<file path="src/rtl/core/ikc_pkg.sv">
`timescale 1ns / 1ps

package ikc_pkg;

   localparam int MAX_KERNEL     = 5;
   localparam int MAX_WIDTH      = 1024;
   localparam int MAX_HEIGHT     = 4096;
   localparam int COEF_FRAC_BITS = 8;
   localparam int RING_ROWS      = MAX_KERNEL + 1;
   localparam int NUM_TAPS       = MAX_KERNEL * MAX_KERNEL;
   localparam int NUM_CH         = 4;

   localparam int COL_W  = 10;
   localparam int ROW_W  = 12;
   localparam int RING_W = 3;
   localparam int K_W    = 3;
   localparam int TAP_W  = 5;
   localparam int ACC_W  = 32;
   localparam int PIX_W  = 32;
   localparam int COEF_W = 16;
   localparam int MEM_AW = RING_W + COL_W;

   localparam logic [1:0] OP_COEF  = 2'd0;
   localparam logic [1:0] OP_PIXEL = 2'd1;
   localparam logic [1:0] OP_FLUSH = 2'd2;

   localparam logic [1:0] REG_WIDTH  = 2'd0;
   localparam logic [1:0] REG_HEIGHT = 2'd1;
   localparam logic [1:0] REG_KERNEL = 2'd2;
   localparam logic [1:0] REG_BORDER = 2'd3;

   typedef struct packed {
      logic                     vld;
      logic                     clr;
      logic                     fin;
      logic [PIX_W-1:0]         px;
      logic signed [COEF_W-1:0] coef;
   } beat_type;

   function automatic logic [7:0] sat_channel(input logic signed [ACC_W-1:0] acc);
      logic signed [ACC_W-1:0] sh;
      sh = acc >>> COEF_FRAC_BITS;
      if (acc < 0) begin
         return 8'd0;
      end else if (sh > ACC_W'(255)) begin
         return 8'hFF;
      end else begin
         return sh[7:0];
      end
   endfunction

endpackage

</file>
<file path="src/rtl/core/ikc_cell.sv">
`timescale 1ns / 1ps

module ikc_cell import ikc_pkg::*; (
   input  logic                     clock,
   input  logic                     reset,
   input  beat_type                 beat_in,
   output beat_type                 beat_out,
   output logic signed [ACC_W-1:0]  acc
);

   beat_type                beat_ff;
   logic signed [ACC_W-1:0] acc_ff, acc_in;
   logic signed [24:0]      prod;

   // this cell works on the top byte, then shifts the next channel up for its neighbor
   always_comb begin
      prod   = $signed({1'b0, beat_in.px[PIX_W-1 -: 8]}) * beat_in.coef;
      acc_in = acc_ff;
      if (beat_in.clr) begin
         acc_in = '0;
      end else if (beat_in.vld) begin
         acc_in = acc_ff + ACC_W'(prod);
      end
   end

   always_ff @(posedge clock) begin
      acc_ff      <= acc_in;
      beat_ff.px   <= beat_in.px << 8;
      beat_ff.coef <= beat_in.coef;
      if (reset) begin
         beat_ff.vld <= 1'b0;
         beat_ff.clr <= 1'b0;
         beat_ff.fin <= 1'b0;
      end else begin
         beat_ff.vld <= beat_in.vld;
         beat_ff.clr <= beat_in.clr;
         beat_ff.fin <= beat_in.fin;
      end
   end

   assign beat_out = beat_ff;
   assign acc      = acc_ff;

endmodule

</file>
<file path="config.mk">
export PLATFORM = sky130hd
export DESIGN_NAME = ikc_cell
export DESIGN_NICKNAME = d
export VERILOG_FILES = /design/src/rtl/core/ikc_pkg.sv /design/src/rtl/core/ikc_cell.sv
export SDC_FILE = /design/constraint.sdc
export NUM_CORES = 1
export LEC_CHECK = 0
export ABC_CLOCK_PERIOD_IN_PS = 7900
export BUFFER_PORTS_ARGS = -buffer_cell sky130_fd_sc_hd__buf_2
export CAP_MARGIN = 20
export CELL_PAD_IN_SITES_DETAIL_PLACEMENT = 1
export CELL_PAD_IN_SITES_GLOBAL_PLACEMENT = 1
export CORE_UTILIZATION = 41
export CTS_CLUSTER_DIAMETER = 60
export DETAILED_ROUTE_END_ITERATION = 10
export GPL_TIMING_DRIVEN = 0
export HOLD_SLACK_MARGIN = 0.02
export PLACE_DENSITY = 0.82
export SLEW_MARGIN = 20
export SYNTH_ARGS = -nofsm -noshare
export SYNTH_HDL_FRONTEND = slang
export SYNTH_SLANG_ARGS = --single-unit
</file>
<file path="constraint.sdc">
create_clock -name clock -period 7.9 [get_ports clock]
set_input_delay 1.975 -clock clock [delete_from_list [all_inputs] [get_ports clock]]
set_output_delay 1.975 -clock clock [all_outputs]
set_load 0.05 [all_outputs]
</file>
==> out/results.txt <==
status -> finished clean
global-route wire length before repair -> 36.3 mm
Resized Gates After CTS -> 0
initial core utilization -> 42.4%
Seq/Total Area, Yosys -> 18.6%
ys flop type -> dfxtp_1
CP Data Required Time -> 8.15 ns
DP HPWL -> 18.2 mm
count of different cell masters after synthesis -> 54
unrepaired setup endpoints after global routing -> no
DR iter-0 viols -> 159
GRT Util Overall -> 23.3%
Mapped Area -> 0.00807 mm^2
CTS tree -> built
startpoint class of the critical path -> input port
max_slew headroom -> 46.9%
Nets -> 1271
Yosys warning total -> 0
MaxCap Viol Count -> 0
chip width -> 142 um
H-Tree Level Count -> 3
hold path cells -> 2
share of cells above drive strength 1 -> 15.8%
Worst-path clk slew -> 0.07 ns
Worst Tran Pin Value -> 0.797 ns
critical path class -> in2reg
fmax -> 0.135 GHz
I/O pin cnt -> 136
Row Count -> 50
Mean Syn Cell Area -> 9.17 um^2
Post-synth EDFFs -> 0
crit path max fanout -> 10
core area -> 0.0190 mm^2
worst path cell trace -> buf_2 > clkbuf_1 > nand2_1 > fa_1 > inv_1 > fa_1 > fa_1 > inv_1 > fa_1 > inv_1 > fa_1 > ha_1 > o21ai_0 > a21oi_1 > a221oi_1 > and3_1 > o21ai_0 > o211ai_1 > mux2_2
vias per inst -> 5.02
die height -> 142 um
worst min-delay path category -> reg2reg
die footprint -> 0.0202 mm^2
grt ovf -> 0
critical path's slowest cell -> fa_1
Yosys reg bits -> 75
Critical Path Sink Type -> flip-flop
Setup-failing EPs final -> 0
Sink Count -> 75
arrival time worst endpoint -> 7.65 ns
Final Util -> 49.1%
postcts setup bufs -> 0
cells after synthesis -> 880
worst-skew pair later-pin latency -> 0.35 ns
Synth-to-Final Area Change -> 15.8%
Root Buffer -> clkbuf_16
period utilization -> 93.7%
pin count of the biggest net entering global routing -> 18
Critical Path Max Stage Delay -> 0.62 ns
most frequent cells in the layout -> inv_1, fa_1, buf_2
Worst R2R Path Depth -> 11
GPL Wtd Cong -> 0.816
clock period minus worst slack -> 7.40 ns
initial antenna violation count -> 0
WL per Instance -> 16.8 um
Async S/R FF share, synth -> 0%
detailed-route DRC error count -> 0
Fin Hold WS -> 0.490 ns
wirelength, routed -> 21.6 mm
cts bufs inserted -> 9
Fillers -> 2331
vias in the first global route -> 7179
antenna diode count -> 0
CP dominant cell by count -> fa_1
DRT Pass-1 Iters -> 4
fin. max-slew vios -> 0
CTS Buffer Depth -> 2
antenna-violating nets left -> 0
hold_buf cts -> 0
clk_skew -> 0.0116 ns
Hold Violations, Final -> 0
via count -> 6452
most common cell after layout, fill and taps aside -> inv_1
port bufs -> 126
logic make-up after synthesis:
family	Yosys count	share of synthesized area [%]
AOI/OAI and AO/OA	117	9.52
buffers and inverters	209	10.1
muxes	16	2.02
and+or+nand+nor	242	14.4
other	1	0.0465
DFF	75	18.6
xor gates and xnor gates	23	2.50
adders and majority gates	197	42.8
registers in the layout, summed over array words and instances (netlist names):
| register | flops |
|---|---|
| acc | 32 |
| beat_out | 43 |
critical path, delay by kind of cell:
kind / cells / cell delay (ns)
adders and majority gates: 6 / 2.83
and+or+nand+nor: 2 / 0.37
buffers and inverters: 5 / 1.10
muxes: 1 / 0.36
AOI/OAI and AO/OA: 5 / 1.00
worst paths after layout:
check | start | to | slack (ns)
max | beat_in[45] | acc[31] | 0.50
min reg2reg | acc[19] | acc[19] | 0.49
max reg2reg | acc[13] | acc[26] | 4.60
min | acc[19] | acc[19] | 0.49
cell usage after synthesis, drive strengths merged (4+ instances only):
cell type / instances / area (um^2)
inv: 178 / 668
fa: 132 / 2640
nand2: 99 / 372
dfxtp: 75 / 1500
ha: 65 / 813
and2: 62 / 388
nor2: 39 / 146
a21oi: 31 / 170
o21ai: 31 / 155
clkbuf: 20 / 75.1
xnor2: 16 / 140
a21o: 14 / 105
mux2i: 14 / 140
buf: 11 / 72.6
o211ai: 10 / 75.1
nand4: 8 / 50.1
and3: 7 / 43.8
nand3: 7 / 35.0
xor2: 7 / 61.3
a211oi: 4 / 35.0
nor2b: 4 / 25.0
o21bai: 4 / 30.0
or3: 4 / 25.0
per-stage QoR:
step,std cells,setup WS (ns),TNS [ns],instance area [um^2]
6_report,1286,0.495,0,9340
5_1_grt,1286,0.118,0,9340
4_1_cts,1289,0.224,0,9350
3_5_place_dp,1273,-0.138,-0.138,9050
3_3_place_gp,1273,0.0419,0,9050
2_1_floorplan,887,0.712,0,8100
layer usage:
layer	track usage (%)	part of all wire, %	up-vias
li1	-	-	3018
met1	29.5	45	3297
met2	41.2	51	123
met3	3.40	3.1	14
met4	6.51	0.99	0
met5	0	0	-
cell type report:
| class | instances | area [um^2] | area share [%] |
|---|---|---|---|
| multi-input cells | 603 | 5780 | 61.9 |
| well taps | 260 | 325 | 3.48 |
| inverters | 178 | 668 | 7.15 |
| clock buffers | 9 | 225 | 2.41 |
| plain buffers | 28 | 136 | 1.46 |
| clock inverters | 7 | 76.3 | 0.817 |
| flip-flops and latches | 75 | 1500 | 16.1 |
| repair buffers | 126 | 631 | 6.75 |
Power is left out: the tool's default activity adds up to more than one toggle a clock period on the data nets, which glitch-free logic cannot reach.
